### src/hdl/stl_pkg.sv
`default_nettype none
package stl_pkg;

  localparam int COORD_BITS  = 12;
  localparam int MAX_WINDOWS = 64;
  localparam int FRAC_BITS   = 8;
  localparam int COUNT_BITS  = 7;
  localparam int DATA_BITS   = 32;
  localparam int ADDR_BITS   = 5;
  localparam int CNT_BITS    = $clog2(MAX_WINDOWS + 1);
  localparam int IDX_BITS    = $clog2(MAX_WINDOWS + 4);
  localparam int PROD_BITS   = FRAC_BITS + COORD_BITS;

  localparam logic [COORD_BITS-1:0] C_ONE = COORD_BITS'(1);

  typedef enum logic [2:0] {
    REG_AREA_LEFT       = 3'd0,
    REG_AREA_TOP        = 3'd1,
    REG_AREA_WIDTH      = 3'd2,
    REG_AREA_HEIGHT     = 3'd3,
    REG_MASTER_FRACTION = 3'd4,
    REG_SPIRAL_MODE     = 3'd5,
    REG_WINDOW_COUNT    = 3'd6
  } reg_idx_t;

  typedef struct packed {
    logic start_pass;
    logic hidden;
  } in_word_t;

  typedef struct packed {
    logic [COORD_BITS-1:0] tile_left;
    logic [COORD_BITS-1:0] tile_top;
    logic [COORD_BITS-1:0] tile_width;
    logic [COORD_BITS-1:0] tile_height;
  } out_word_t;

  typedef struct packed {
    logic [COORD_BITS-1:0] area_left;
    logic [COORD_BITS-1:0] area_top;
    logic [COORD_BITS-1:0] area_height;
    logic [COORD_BITS-1:0] start_width;
    logic [COORD_BITS-1:0] start_rest;
    logic                  spiral_mode;
    logic [CNT_BITS-1:0]   win_n;
  } cfg_t;

  typedef struct packed {
    logic [COORD_BITS-1:0] cur_left;
    logic [COORD_BITS-1:0] cur_top;
    logic [COORD_BITS-1:0] cur_width;
    logic [COORD_BITS-1:0] cur_height;
    logic [COORD_BITS-1:0] rest_width;
    logic [COORD_BITS-1:0] rest_height;
    logic [IDX_BITS-1:0]   window_index;
  } st_t;

endpackage
`default_nettype wire

### src/hdl/spiral_tile_layout.sv
`default_nettype none
// Fibonacci tiling engine: every accepted word stands for one window in list order, and
// each visible window yields one word with its rectangle. One word is taken per clock
// while in_stall is low; it waits in the input register while stl_tiler computes its
// rectangle, which the result register takes when the word fires. A hidden word gives no
// result and passes even while a result waits; a visible word stays in the input register
// until the result register is free or being emptied. Configuration goes through the APB
// port; the user writes it only while no word is in flight (the block does not enforce it).
module spiral_tile_layout (
  input  wire logic                          clk,
  input  wire logic                          rst_n,
  input  wire logic                          in_valid,
  output logic                               in_stall,
  input  wire stl_pkg::in_word_t             in_data,
  output logic                               out_valid,
  input  wire logic                          out_stall,
  output stl_pkg::out_word_t                 out_data,
  input  wire logic                          psel,
  input  wire logic                          penable,
  input  wire logic                          pwrite,
  input  wire logic [stl_pkg::ADDR_BITS-1:0] paddr,
  input  wire logic [stl_pkg::DATA_BITS-1:0] pwdata,
  output logic      [stl_pkg::DATA_BITS-1:0] prdata,
  output logic                               pready
);

  stl_pkg::cfg_t      cfg;
  stl_pkg::in_word_t  item_r;
  stl_pkg::out_word_t tile, out_data_r;
  logic               in_vld_r, out_valid_r;
  logic               fire, accept, emit;

  stl_cfg u_cfg (
    .clk     (clk),
    .rst_n   (rst_n),
    .psel    (psel),
    .penable (penable),
    .pwrite  (pwrite),
    .paddr   (paddr),
    .pwdata  (pwdata),
    .prdata  (prdata),
    .pready  (pready),
    .cfg     (cfg)
  );

  stl_tiler u_tiler (
    .clk   (clk),
    .rst_n (rst_n),
    .en    (fire),
    .item  (item_r),
    .cfg   (cfg),
    .tile  (tile)
  );

  assign fire     = in_vld_r && (item_r.hidden || !out_valid_r || !out_stall);
  assign emit     = fire && !item_r.hidden;
  assign in_stall = in_vld_r && !fire;
  assign accept   = in_valid && !in_stall;

  always_ff @(posedge clk) begin
    if (!rst_n) begin
      in_vld_r    <= 1'b0;
      out_valid_r <= 1'b0;
    end else begin
      if (accept) begin
        in_vld_r <= 1'b1;
      end else if (fire) begin
        in_vld_r <= 1'b0;
      end
      if (emit) begin
        out_valid_r <= 1'b1;
      end else if (!out_stall) begin
        out_valid_r <= 1'b0;
      end
    end
  end

  always_ff @(posedge clk) begin
    if (accept) begin
      item_r <= in_data;
    end
    if (emit) begin
      out_data_r <= tile;
    end
  end

  assign out_valid = out_valid_r;
  assign out_data  = out_data_r;

`ifndef SYNTHESIS
  a_stall_needs_word: assert property (@(posedge clk) disable iff (!rst_n)
    in_stall |-> in_vld_r)
    else $error("input stalled with an empty input register");

  a_emit_shows: assert property (@(posedge clk) disable iff (!rst_n)
    emit |=> out_valid_r)
    else $error("visible window produced no result");

  a_result_source: assert property (@(posedge clk) disable iff (!rst_n)
    $rose(out_valid_r) |-> $past(fire && !item_r.hidden))
    else $error("result appeared without a visible window");

  a_hidden_silent: assert property (@(posedge clk) disable iff (!rst_n)
    (fire && item_r.hidden && out_valid_r && out_stall) |=> $stable(out_data_r))
    else $error("hidden window disturbed a waiting result");
`endif

endmodule
`default_nettype wire

### src/hdl/stl_cfg.sv
`default_nettype none
module stl_cfg (
  input  wire logic                            clk,
  input  wire logic                            rst_n,
  input  wire logic                            psel,
  input  wire logic                            penable,
  input  wire logic                            pwrite,
  input  wire logic [stl_pkg::ADDR_BITS-1:0]   paddr,
  input  wire logic [stl_pkg::DATA_BITS-1:0]   pwdata,
  output logic      [stl_pkg::DATA_BITS-1:0]   prdata,
  output logic                                 pready,
  output stl_pkg::cfg_t                        cfg
);

  logic [stl_pkg::COORD_BITS-1:0] area_left_r, area_top_r, area_width_r, area_height_r;
  logic [stl_pkg::FRAC_BITS-1:0]  master_fraction_r;
  logic                           spiral_mode_r;
  logic [stl_pkg::COUNT_BITS-1:0] window_count_r;
  stl_pkg::cfg_t                  cfg_r, cfg_nxt;
  stl_pkg::reg_idx_t              idx;
  logic                           wr_en;
  logic [stl_pkg::PROD_BITS-1:0]  prod;
  logic [31:0]                    cnt_ext;

  assign pready = 1'b1;
  assign wr_en  = psel && penable && pwrite;
  assign idx    = stl_pkg::reg_idx_t'(paddr[4:2]);

  always_ff @(posedge clk) begin
    if (!rst_n) begin
      area_left_r       <= '0;
      area_top_r        <= '0;
      area_width_r      <= stl_pkg::COORD_BITS'(80);
      area_height_r     <= stl_pkg::COORD_BITS'(24);
      master_fraction_r <= stl_pkg::FRAC_BITS'(128);
      spiral_mode_r     <= 1'b0;
      window_count_r    <= '0;
    end else if (wr_en) begin
      case (idx)
        stl_pkg::REG_AREA_LEFT:       area_left_r       <= pwdata[stl_pkg::COORD_BITS-1:0];
        stl_pkg::REG_AREA_TOP:        area_top_r        <= pwdata[stl_pkg::COORD_BITS-1:0];
        stl_pkg::REG_AREA_WIDTH:      area_width_r      <= pwdata[stl_pkg::COORD_BITS-1:0];
        stl_pkg::REG_AREA_HEIGHT:     area_height_r     <= pwdata[stl_pkg::COORD_BITS-1:0];
        stl_pkg::REG_MASTER_FRACTION: master_fraction_r <= pwdata[stl_pkg::FRAC_BITS-1:0];
        stl_pkg::REG_SPIRAL_MODE:     spiral_mode_r     <= pwdata[0];
        stl_pkg::REG_WINDOW_COUNT:    window_count_r    <= pwdata[stl_pkg::COUNT_BITS-1:0];
        default: ;
      endcase
    end
  end

  always_comb begin
    case (idx)
      stl_pkg::REG_AREA_LEFT:       prdata = stl_pkg::DATA_BITS'(area_left_r);
      stl_pkg::REG_AREA_TOP:        prdata = stl_pkg::DATA_BITS'(area_top_r);
      stl_pkg::REG_AREA_WIDTH:      prdata = stl_pkg::DATA_BITS'(area_width_r);
      stl_pkg::REG_AREA_HEIGHT:     prdata = stl_pkg::DATA_BITS'(area_height_r);
      stl_pkg::REG_MASTER_FRACTION: prdata = stl_pkg::DATA_BITS'(master_fraction_r);
      stl_pkg::REG_SPIRAL_MODE:     prdata = stl_pkg::DATA_BITS'(spiral_mode_r);
      stl_pkg::REG_WINDOW_COUNT:    prdata = stl_pkg::DATA_BITS'(window_count_r);
      default:                      prdata = '0;
    endcase
  end

  // The starting rectangle of a pass is derived from the registers and held in cfg_r.
  always_comb begin
    prod    = stl_pkg::PROD_BITS'(master_fraction_r) * stl_pkg::PROD_BITS'(area_width_r);
    cnt_ext = 32'(window_count_r);
    cfg_nxt = '0;
    cfg_nxt.area_left   = area_left_r;
    cfg_nxt.area_top    = area_top_r;
    cfg_nxt.area_height = area_height_r;
    cfg_nxt.spiral_mode = spiral_mode_r;
    if (cnt_ext > 32'(stl_pkg::MAX_WINDOWS)) begin
      cfg_nxt.win_n = stl_pkg::CNT_BITS'(stl_pkg::MAX_WINDOWS);
    end else begin
      cfg_nxt.win_n = stl_pkg::CNT_BITS'(cnt_ext);
    end
    if (cfg_nxt.win_n == stl_pkg::CNT_BITS'(1)) begin
      cfg_nxt.start_width = area_width_r;
    end else begin
      cfg_nxt.start_width = prod[stl_pkg::PROD_BITS-1:stl_pkg::FRAC_BITS];
    end
    cfg_nxt.start_rest = area_width_r - cfg_nxt.start_width - stl_pkg::C_ONE;
  end

  always_ff @(posedge clk) begin
    cfg_r <= cfg_nxt;
  end

  assign cfg = cfg_r;

endmodule
`default_nettype wire

### src/hdl/stl_tiler.sv
`default_nettype none
module stl_tiler (
  input  wire logic              clk,
  input  wire logic              rst_n,
  input  wire logic              en,
  input  wire stl_pkg::in_word_t item,
  input  wire stl_pkg::cfg_t     cfg,
  output stl_pkg::out_word_t     tile
);

  stl_pkg::st_t                   st_r, st_nxt, base;
  logic [stl_pkg::COORD_BITS-1:0] x, y, w, h, rw, rh;
  logic [stl_pkg::IDX_BITS:0]     i_inc;
  logic [1:0]                     phase;
  logic                           more;

  always_comb begin
    if (item.start_pass) begin
      base.cur_left     = cfg.area_left;
      base.cur_top      = cfg.area_top;
      base.cur_width    = cfg.start_width;
      base.cur_height   = cfg.area_height;
      base.rest_width   = cfg.start_rest;
      base.rest_height  = cfg.area_height;
      base.window_index = '0;
    end else begin
      base = st_r;
    end

    x  = base.cur_left;
    y  = base.cur_top;
    w  = base.cur_width;
    h  = base.cur_height;
    rw = base.rest_width;
    rh = base.rest_height;
    i_inc = (stl_pkg::IDX_BITS+1)'(base.window_index) + (stl_pkg::IDX_BITS+1)'(1);
    more  = i_inc < (stl_pkg::IDX_BITS+1)'(cfg.win_n);
    phase = cfg.spiral_mode ? base.window_index[1:0] : {1'b0, base.window_index[0]};

    unique case (phase)
      2'd0: begin
        if (base.window_index != '0) begin
          if (cfg.spiral_mode) begin
            h = rh;
            y = y - rh;
          end else begin
            y = y + h;
            h = rh;
          end
          if (more) begin
            w  = w >> 1;
            rw = rw - w - stl_pkg::C_ONE;
          end
        end
      end
      2'd1: begin
        x = x + w + stl_pkg::C_ONE;
        w = rw;
        if (more) begin
          h  = h >> 1;
          rh = rh - h;
        end
      end
      2'd2: begin
        y = y + h;
        h = rh;
        if (more) begin
          w  = w >> 1;
          rw = rw - w - stl_pkg::C_ONE;
          x  = x + rw + stl_pkg::C_ONE;
        end
      end
      2'd3: begin
        w = rw;
        x = x - rw - stl_pkg::C_ONE;
        if (more) begin
          h  = h >> 1;
          rh = rh - h;
          y  = y + rh;
        end
      end
    endcase

    if (i_inc >= (stl_pkg::IDX_BITS+1)'(stl_pkg::MAX_WINDOWS + 4)) begin
      i_inc = i_inc - (stl_pkg::IDX_BITS+1)'(4);
    end

    if (item.hidden) begin
      st_nxt = base;
    end else begin
      st_nxt.cur_left     = x;
      st_nxt.cur_top      = y;
      st_nxt.cur_width    = w;
      st_nxt.cur_height   = h;
      st_nxt.rest_width   = rw;
      st_nxt.rest_height  = rh;
      st_nxt.window_index = i_inc[stl_pkg::IDX_BITS-1:0];
    end

    tile.tile_left   = x;
    tile.tile_top    = y;
    tile.tile_width  = w;
    tile.tile_height = h;
  end

  always_ff @(posedge clk) begin
    if (!rst_n) begin
      st_r <= '0;
    end else if (en) begin
      st_r <= st_nxt;
    end
  end

endmodule
`default_nettype wire
### config.mk
export PLATFORM = sky130hd
export DESIGN_NAME = spiral_tile_layout
export DESIGN_NICKNAME = d
export VERILOG_FILES = /design/src/hdl/stl_pkg.sv /design/src/hdl/spiral_tile_layout.sv /design/src/hdl/stl_cfg.sv /design/src/hdl/stl_tiler.sv
export SDC_FILE = /design/constraint.sdc
export NUM_CORES = 1
export LEC_CHECK = 0
export ABC_AREA = 1
export BUFFER_PORTS_ARGS = -buffer_cell sky130_fd_sc_hd__buf_2
export CAP_MARGIN = 10
export CORE_MARGIN = 2
export CORE_UTILIZATION = 50
export DETAILED_ROUTE_END_ITERATION = 10
export GPL_TIMING_DRIVEN = 0
export PLACE_DENSITY = 0.68
export SYNTH_ARGS = -nofsm -noshare
export SYNTH_HDL_FRONTEND = slang
export SYNTH_SLANG_ARGS = --single-unit
### constraint.sdc
create_clock -name clk -period 8.15 [get_ports clk]
set_input_delay 1.2225 -clock clk [delete_from_list [all_inputs] [get_ports clk]]
set_output_delay 1.2225 -clock clk [all_outputs]
set_load 0.02 [all_outputs]
Yosys cells after proc, flatten, opt, wreduce, memory -nomap -nowiden --
Cells that the tools add are included.
Operators by class: $add $sub $neg 16, $mul 1, $lt $le $gt $ge 3, equality and inequality tests 11, mux-type cells 28, reductions and logical operators 25
Operators with widths (count):
- 79-bit two-way mux | 2
- 12-bit two-way mux | 13
- 12-bit one-hot mux with 3 select lines | 4
- 12-bit one-hot mux with 7 select lines | 1
- 12-bit adder | 4
- 12-bit by 1-bit subtractor with 12-bit output (second input constant) | 3
- 12-bit subtractor | 3
- 12-bit by 1-bit adder with 12-bit output (second input constant) | 2
- 12-bit one-hot mux with 2 select lines | 1
- 12-bit by 11-bit subtractor with 12-bit output | 2
- 8-bit by 12-bit multiplier with 20-bit output | 1
- 7-bit two-way mux | 2
- 2-bit AND reduction | 7
- 3-bit equality test (second input constant) | 3
- 7-bit by 1-bit adder with 8-bit output (second input constant) | 1
- 8-bit by 7-bit >= comparator with 1-bit output (second input constant) | 1
- 8-bit by 7-bit less-than comparator with 1-bit output | 1
- 7-bit by 1-bit equality test with 1-bit output (second input constant) | 1
- 7-bit greater-than comparator (second input constant) | 1
- 7-bit nonzero test | 1
- 7-bit by 3-bit subtractor with 7-bit output (second input constant) | 1
- 3-bit by 2-bit equality test with 1-bit output (second input constant) | 2
- 1-bit logical AND | 6
- 1-bit logical NOT | 5
- 11 further kinds | 16
Storage, ports and cells: flip-flop bits (word level) 263, input port bits 46, output and inout port bits 83, word-level logic and storage cells 113

Logic depth before layout (Yosys ltp) --
Gate-level depths: netlist of run 1.
depth in word-level cells 9, depth in mapped cells 37, depth with buffers taken out 36

Hierarchy --
A second synthesis of run 1 with hierarchy kept.
Second synthesis, totals: cells, all modules 3123, area total of the unflattened synthesis 21043.9 sq um
Modules (own cells, without submodules):
- stl_tiler | instances 1, cells each 2013, area an instance 11354.6 sq um, sequential area each 1581.5 sq um
- stl_cfg | instances 1, cells each 1042, area an instance 8080.2 sq um, sequential area each 2642.5 sq um
- spiral_tile_layout | instances 1, cells each 68, area an instance 1609.0 sq um, sequential area each 1541.5 sq um

Worst setup path before layout of run 1 --
OpenSTA, ideal clock, no wires.
kind register to register, from register u_cfg.master_fraction_r[2] (netlist bit), to register u_cfg.cfg_r, in the netlist u_cfg.cfg[19], setup time 112 ps, arrival time 5077 ps, required time 8038 ps, slack 2961 ps, cell stages (with the launch flop) 32, buffers on the path 1, period minus slack after synthesis 5189 ps, cell sequence dfxtp_1 > clkbuf_1 > nand2_1 > fa_1 > fa_1 > inv_1 > fa_1 > fa_1 > ha_1 > nand2_1 > inv_1 > nand3_1 > o21ai_1 > nand2_1 > nand2_1 > xnor2_1 > nand2_1 > o21a_1 > inv_1 > ha_1 > nand2_1 > nor2_1 > a211oi_1 > nor2_1 > nand3_1 > nand2_1 > nand2_1 > nand2_1 > nand2_1 > nand2_1 > nand2_1 > nand2_1
RTL lines:
- start: declaration | RTL line stl_cfg.sv:16 | logic [stl_pkg::FRAC_BITS-1:0] master_fraction_r;
- start signal: assignment | RTL line stl_cfg.sv:35 | master_fraction_r <= stl_pkg::FRAC_BITS'(128);
- start signal: assignment | RTL line stl_cfg.sv:44 | stl_pkg::REG_MASTER_FRACTION: master_fraction_r <= pwdata[stl_pkg::FRAC_BITS-1:0];
- end signal: assignment | RTL line stl_cfg.sv:88 | cfg_r <= cfg_nxt;
- end: declaration | RTL line stl_cfg.sv:19 | stl_pkg::cfg_t cfg_r, cfg_nxt;

==> flow_metrics.env, run 1 <==
export IMPL_status="completed"
export IMPL_antenna_left=0
export IMPL_synthAdderAreaFrac=0.151
export IMPL_synth_xor_area_share=0.0259
export IMPL_drive_gt1_frac=0.0869
export IMPL_worstPathRequired_ns=8.64
export IMPL_cts_htree_levels=1
export IMPL_pin_count=129
export IMPL_sw_frac_of_total=0.359
export IMPL_ys_top_cells_by_count="740 x nand2_1, 463 x inv_1, 275 x a21oi_1"
export IMPL_wl_per_cell_um=20.3
export IMPL_synth_top_family_by_area="simple AND/OR/NAND/NOR gates"
export IMPL_fp_dieH_um=207
export IMPL_synth_ff_type="dfxtp_1"
export IMPL_maxCapViolCount=0
export IMPL_seqPwrFrac=0.350
export IMPL_portBuffers=84
export IMPL_post_dp_hpwl_um=60900
export IMPL_grt_pass1_wl_um=114000
export IMPL_reg2reg_depth=31
export IMPL_final_nets=3395
export IMPL_rrSetupSlack_ns=2.08
export IMPL_ys_seq_area_frac=0.279
export IMPL_p_int_mw=2.55
export IMPL_comb_power_share=0.281
export IMPL_routabilityCongestion=1.03
export IMPL_synth_most_common_cell="nand2_1"
export IMPL_post_cts_setup_buffers=0
export IMPL_cts_tree="yes"
export IMPL_gr_total_overflow=0
export IMPL_total_power_mw=3.98
export IMPL_fill_cells=4071
export IMPL_crit_path_start_kind="flip-flop"
export IMPL_arrival_ns=6.56
export IMPL_synth_simple_area_share=0.241
export IMPL_worstSetupPathType="reg2reg"
export IMPL_fin_ws_ns=2.08
export IMPL_cts_made_buffers=29
export IMPL_grt_pass1_vias=19800
export IMPL_start_util=0.506
export IMPL_yosys_top_cells_area="dfxtp_1 21%, nand2_1 13%, ha_1 8.5%"
export IMPL_drc=0
export IMPL_power_leakage_nw=11.8
export IMPL_setup_viol_count_final=0
export IMPL_synth_edf_count=50
export IMPL_endpoint="u_cfg.cfg[19]"
export IMPL_drv_slew=0
export IMPL_rsz0062_at_grt="false"
export IMPL_synth_cells=3005
export IMPL_reg2reg_to="u_cfg.cfg[19]"
export IMPL_max_freq_mhz=165
export IMPL_fin_skew_ns=0.0168
export IMPL_num_rows=74
export IMPL_wl_um=74900
export IMPL_drtIter0Drc=2165
export IMPL_synth_top_area_frac=0.206
export IMPL_hp_class="reg2reg"
export IMPL_cts_hold_buf=0
export IMPL_cts_resized=0
export IMPL_period_needed_ns=6.07
export IMPL_worst_slew_pin_transition_ns=1.23
export IMPL_die_width_um=207
export IMPL_antenna_found_initial=1
export IMPL_crit_fanout=10
export IMPL_clk_pin_slew_ns=0.06
export IMPL_worstSetupStartpoint="u_cfg.master_fraction_r[2]"
export IMPL_min_period_over_period=0.745
export IMPL_dp_worst_setup_slack_ns=2.15
export IMPL_dieArea_um2=43000
export IMPL_relSlewSlack=0.176
export IMPL_clock_sinks=263
export IMPL_clkPwrFrac=0.368
export IMPL_cp_common_cell="nand2_1"
export IMPL_r2r_start="u_cfg.master_fraction_r[2]"
export IMPL_end_kind="flip-flop"
export IMPL_power_density_nw_per_um2=174
export IMPL_syn_cell_area_um2=20700
export IMPL_route_vias_total=21100
export IMPL_synth_compound_area_frac=0.183
export IMPL_grt_max_degree=40
export IMPL_synth_cell_types=54
export IMPL_clk_latency_ns=0.60
export IMPL_cts_path_max_buffers=3
export IMPL_clockRootBuffer="clkbuf_16"
export IMPL_syn_mean_instance_area_um2=6.88
export IMPL_ir_drop_v=0.000194
export IMPL_drtPass1Iterations=6
export IMPL_critical_path_max_stage_delay_ns=0.54
export IMPL_via_per_inst=5.70
export IMPL_area_delta_synth_final_pct=10.9
export IMPL_switchingPower_mw=1.43
export IMPL_ys_ff_latch=263
export IMPL_tns_ns=0
export IMPL_core_area_um2=40800
export IMPL_async_flop_share=0
export IMPL_yosysWarnings=0
export IMPL_grt_use_total=0.340
export IMPL_synth_largest_area_cell="dfxtp_1"
export IMPL_synthMuxAreaShare=0
export IMPL_hold_slack_ns=0.377
export IMPL_critPathSlowestCell="fa_1"
export IMPL_hold_violations=0
[layer usage]
metal / GRT usage / wire, um / up-vias
li1: - / - / 9979
met1: 0.464 / 31800 / 9825
met2: 0.545 / 33100 / 1077
met3: 0.0520 / 6930 / 186
met4: 0.130 / 3000 / 0
met5: 0 / 0 / -
[through the flow]
step           area (um2)  std cells  utilization
4_1_cts             22900       3695        0.561
3_5_place_dp        21800       3641        0.535
2_1_floorplan       20700       3024            -
3_3_place_gp        21800       3640        0.534
5_1_grt             22900       3695        0.561
6_report            22900       3696        0.561
[critical path, delay by kind of cell, from the launching register on]
kind / cells / cell delay, ns
adders and majority gates: 6 / 2.63
and+or+nand+nor: 17 / 1.35
AOI/OAI and AO/OA: 3 / 0.74
buffers and inverters: 4 / 0.65
DFF: 1 / 0.51
xor gates and xnor gates: 1 / 0.06
[cell families (layout without fill, tap and decap cells)]
| logic type | Yosys count | in the layout |
|---|---|---|
| XOR/XNOR | 61 | 61 |
| other | 2 | 22 |
| flip-flops | 263 | 263 |
| AO/OA/AOI/OAI | 666 | 666 |
| adder cells (fa/ha/maj) | 209 | 209 |
| buffers and inverters | 611 | 750 |
| AND/OR/NAND/NOR | 1193 | 1193 |
[registers in the layout, indices dropped and copies added, names as in the netlist]
signal / flops
item_r: 2
in_vld_r: 1
u_cfg.spiral_mode_r: 1
u_cfg.area_left_r: 12
u_cfg.cfg: 68
u_cfg.window_count_r: 7
u_cfg.area_width_r: 12
u_cfg.area_height_r: 12
out_data: 48
out_valid: 1
u_cfg.area_top_r: 12
u_tiler.st_r: 79
u_cfg.master_fraction_r: 8
[worst min-delay path by stage]
stage	from	end	slack (ns)	cells past startpoint
floorplan	u_cfg.area_left_r[3]	u_cfg.cfg[59]	0.33	0
global placement	u_cfg.area_height_r[11]	u_cfg.cfg[43]	0.36	0
detailed placement	u_cfg.area_height_r[8]	u_cfg.cfg[40]	0.37	0
CTS	u_cfg.area_height_r[9]	u_cfg.cfg[41]	0.37	0
global route	u_cfg.area_height_r[8]	u_cfg.cfg[40]	0.38	0
finish	u_cfg.area_height_r[9]	u_cfg.cfg[41]	0.38	0
[area by class of cell]
class                   instances  area (um2)  area share
diodes                          1        2.50    0.000109
plain buffers                 136         676      0.0295
clock buffers                  35         831      0.0363
clock inverters                19         235      0.0103
inverters                     475        1790      0.0780
multi-input cells            2150       12500       0.546
flip-flops and latches        263        5770       0.252
well taps                     532         666      0.0291
repair buffers                 85         440      0.0192
[cell usage in the layout, fill, tap and decap left out, types with 23 or more instances in the layout]
| cell | instances |
|---|---|
| nand2_1 | 740 |
| inv_1 | 462 |
| a21oi_1 | 275 |
| dfxtp_1 | 213 |
| nor2_1 | 197 |
| o21ai_0 | 185 |
| ha_1 | 141 |
| nand3_1 | 128 |
| buf_2 | 99 |
| clkbuf_1 | 86 |
| fa_1 | 68 |
| o21ai_1 | 58 |
| edfxtp_1 | 50 |
| xor2_1 | 37 |
| or2_2 | 37 |
| clkbuf_16 | 31 |
| nand4_1 | 29 |
| buf_4 | 25 |
| xnor2_1 | 24 |
| nor3_1 | 23 |
[power groups by stage]
stage          registers (mW)  clock network (mW)  logic [mW]
2_1_floorplan            1.43                   0       0.728
3_3_place_gp             1.42                   0        1.08
3_5_place_dp             1.42                   0        1.08
4_1_cts                  1.39                1.48        1.09
5_1_grt                  1.40                1.52        1.21
6_report                 1.40                1.47        1.12
Note: power is estimated with default switching activity, not from simulation.
==> run 2, diff against run 1 <==
- PLACE_DENSITY: 0.68 -> 0.7
- clock period: 8.15 -> 5.2 ns (I/O delays scaled with it)
==> run 2 against run 1 <==
Compared with the run above: total power up 58%; cell area up 4.4%; clock power up 54%; first-iteration DRC count up 17%; global-route usage up 0.95 points; via count up 1.5%; the flow now finishes with violations (negative setup slack).
==> flow_metrics.env, run 2 (synthesized netlist as in run 1, its figures left out) <==
export IMPL_status="finished with violations"
export IMPL_violations="negative setup slack"
export IMPL_route_vias_total=21400
export IMPL_area_delta_synth_final_pct=15.8
export IMPL_min_period_over_period=1.01
export IMPL_seqPwrFrac=0.348
export IMPL_grt_pass1_vias=20000
export IMPL_die_width_um=207
export IMPL_cts_htree_levels=1
export IMPL_clock_sinks=263
export IMPL_pin_count=129
export IMPL_dieArea_um2=43000
export IMPL_p_int_mw=4.00
export IMPL_cts_path_max_buffers=3
export IMPL_wl_per_cell_um=20.9
export IMPL_clk_latency_ns=0.61
export IMPL_start_util=0.506
export IMPL_grt_use_total=0.350
export IMPL_relSlewSlack=0.215
export IMPL_cts_tree="yes"
export IMPL_switchingPower_mw=2.28
export IMPL_critical_path_max_stage_delay_ns=0.55
export IMPL_crit_path_start_kind="flip-flop"
export IMPL_power_density_nw_per_um2=263
export IMPL_cp_common_cell="nand2_1"
export IMPL_wl_um=78100
export IMPL_n_antenna_cell=0
export IMPL_end_kind="flip-flop"
export IMPL_grt_max_degree=35
export IMPL_core_area_um2=40800
export IMPL_crit_fanout=8
export IMPL_worstPathRequired_ns=5.68
export IMPL_hp_class="reg2reg"
export IMPL_post_dp_hpwl_um=62000
export IMPL_final_nets=3440
export IMPL_hold_slack_ns=0.383
export IMPL_drtIter0Drc=2531
export IMPL_hold_violations=0
export IMPL_drv_slew=0
export IMPL_ir_drop_v=0.000256
export IMPL_clk_pin_slew_ns=0.08
export IMPL_cts_made_buffers=30
export IMPL_drc=0
export IMPL_period_needed_ns=5.23
export IMPL_fill_cells=3918
export IMPL_routabilityCongestion=1.00
export IMPL_fin_skew_ns=0.0278
export IMPL_critPathSlowestCell="fa_1"
export IMPL_layout_commonest_cell="nand2_1"
export IMPL_seqCellArea_um2=5810
export IMPL_num_rows=74
export IMPL_final_cell_mix="718 x nand2_1, 450 x inv_1, 260 x a21oi_1"
export IMPL_portBuffers=84
export IMPL_maxCapViolCount=0
export IMPL_power_leakage_nw=12.2
export IMPL_antenna_left=0
export IMPL_largest_register_ffs=79
export IMPL_multi_input_area_um2=12900
export IMPL_total_power_mw=6.29
export IMPL_clockRootBuffer="clkbuf_16"
export IMPL_fin_ws_ns=-0.0295
export IMPL_rrSetupSlack_ns=-0.03
export IMPL_gr_total_overflow=0
export IMPL_grt_pass1_wl_um=117000
export IMPL_max_freq_mhz=191
export IMPL_worstSetupPathType="reg2reg"
export IMPL_fp_dieH_um=207
export IMPL_sw_frac_of_total=0.363
export IMPL_worst_slew_pin_transition_ns=1.17
export IMPL_finalInstanceArea_um2=23900
export IMPL_dp_worst_setup_slack_ns=-0.810
export IMPL_setup_viol_count_final=2
export IMPL_via_per_inst=5.72
export IMPL_drtPass1Iterations=6
export IMPL_comb_power_share=0.291
export IMPL_clkPwrFrac=0.361
export IMPL_antenna_found_initial=0
export IMPL_drive_gt1_frac=0.137
export IMPL_rsz0062_at_grt="true"
export IMPL_regMostFlops="u_tiler.st_r"
export IMPL_arrival_ns=5.71
export IMPL_placed_cell_area_um2=21800
==> run 2: cell types whose count changed in the layout (fill, tap and decap cells not counted), moves of 11 or more <==
cell,change
buf_4,+42
clkbuf_1,-22
nand2_1,-22
nand2_2,+17
a21oi_1,-15
dfxtp_1,-13
inv_1,-12
ha_1,-11
inv_2,+11
==> run 2: path summary, 6_finish.rpt <==
kind	start	endpoint	cells after the start
worst max-delay path	u_cfg.master_fraction_r[5]	u_cfg.cfg[17]	32
worst min-delay path	u_cfg.area_left_r[1]	u_cfg.cfg[57]	0
worst max register to register	u_cfg.master_fraction_r[5]	u_cfg.cfg[17]	32
worst min register to register	u_cfg.area_left_r[1]	u_cfg.cfg[57]	0
==> run 2: timing repair <==
action	4_1_cts	5_1_grt
setup endpoints to repair	36	43
gates resized for setup	72	140
pin swaps	6	42
hold buffers	0	0
setup buffers	7	38
cloned	0	1
==> run 2: layout make-up <==
type | count | share of cell area
Clock inverter | 25 | 0.0121
Timing Repair Buffer | 131 | 0.0345
Inverter | 475 | 0.0748
Sequential cell | 263 | 0.243
Clock buffer | 31 | 0.0320
Multi-Input combinational cell | 2150 | 0.541
Buffer | 134 | 0.0353
Tap cell | 532 | 0.0278
==> run 2: stage by stage <==
step            util  instances  setup TNS, ns
2_1_floorplan      -       3024              0
3_3_place_gp   0.534       3640          -5.61
3_5_place_dp   0.535       3641          -6.74
4_1_cts        0.568       3702         -0.102
5_1_grt        0.586       3741          -1.20
6_report       0.586       3741        -0.0586
==> run 2: critical path, delay by kind of cell, from the launching register on <==
family	cells	cell delay, ns
adder cells (fa/ha/maj)	6	2.47
AND/OR/NAND/NOR	14	0.87
buffers and inverters	8	0.71
AO/OA/AOI/OAI	3	0.57
flip-flops	1	0.37
XOR/XNOR	1	0.12
==> run 2: metal layers <==
layer,up-vias,global-route usage,part of all wire
met1,9992,0.475,0.42
met3,180,0.0525,0.093
met5,-,0,0
met2,1111,0.568,0.45
met4,0,0.121,0.036
li1,10100,-,-
==> run 2: power by group through the flow <==
stage	registers, mW	logic, mW	clock network (mW)
after global routing	2.19	1.97	2.36
after detailed placement	2.23	1.71	0
final	2.19	1.83	2.27
after global placement	2.23	1.69	0
after floorplan	2.24	1.14	0
after CTS	2.19	1.72	2.28
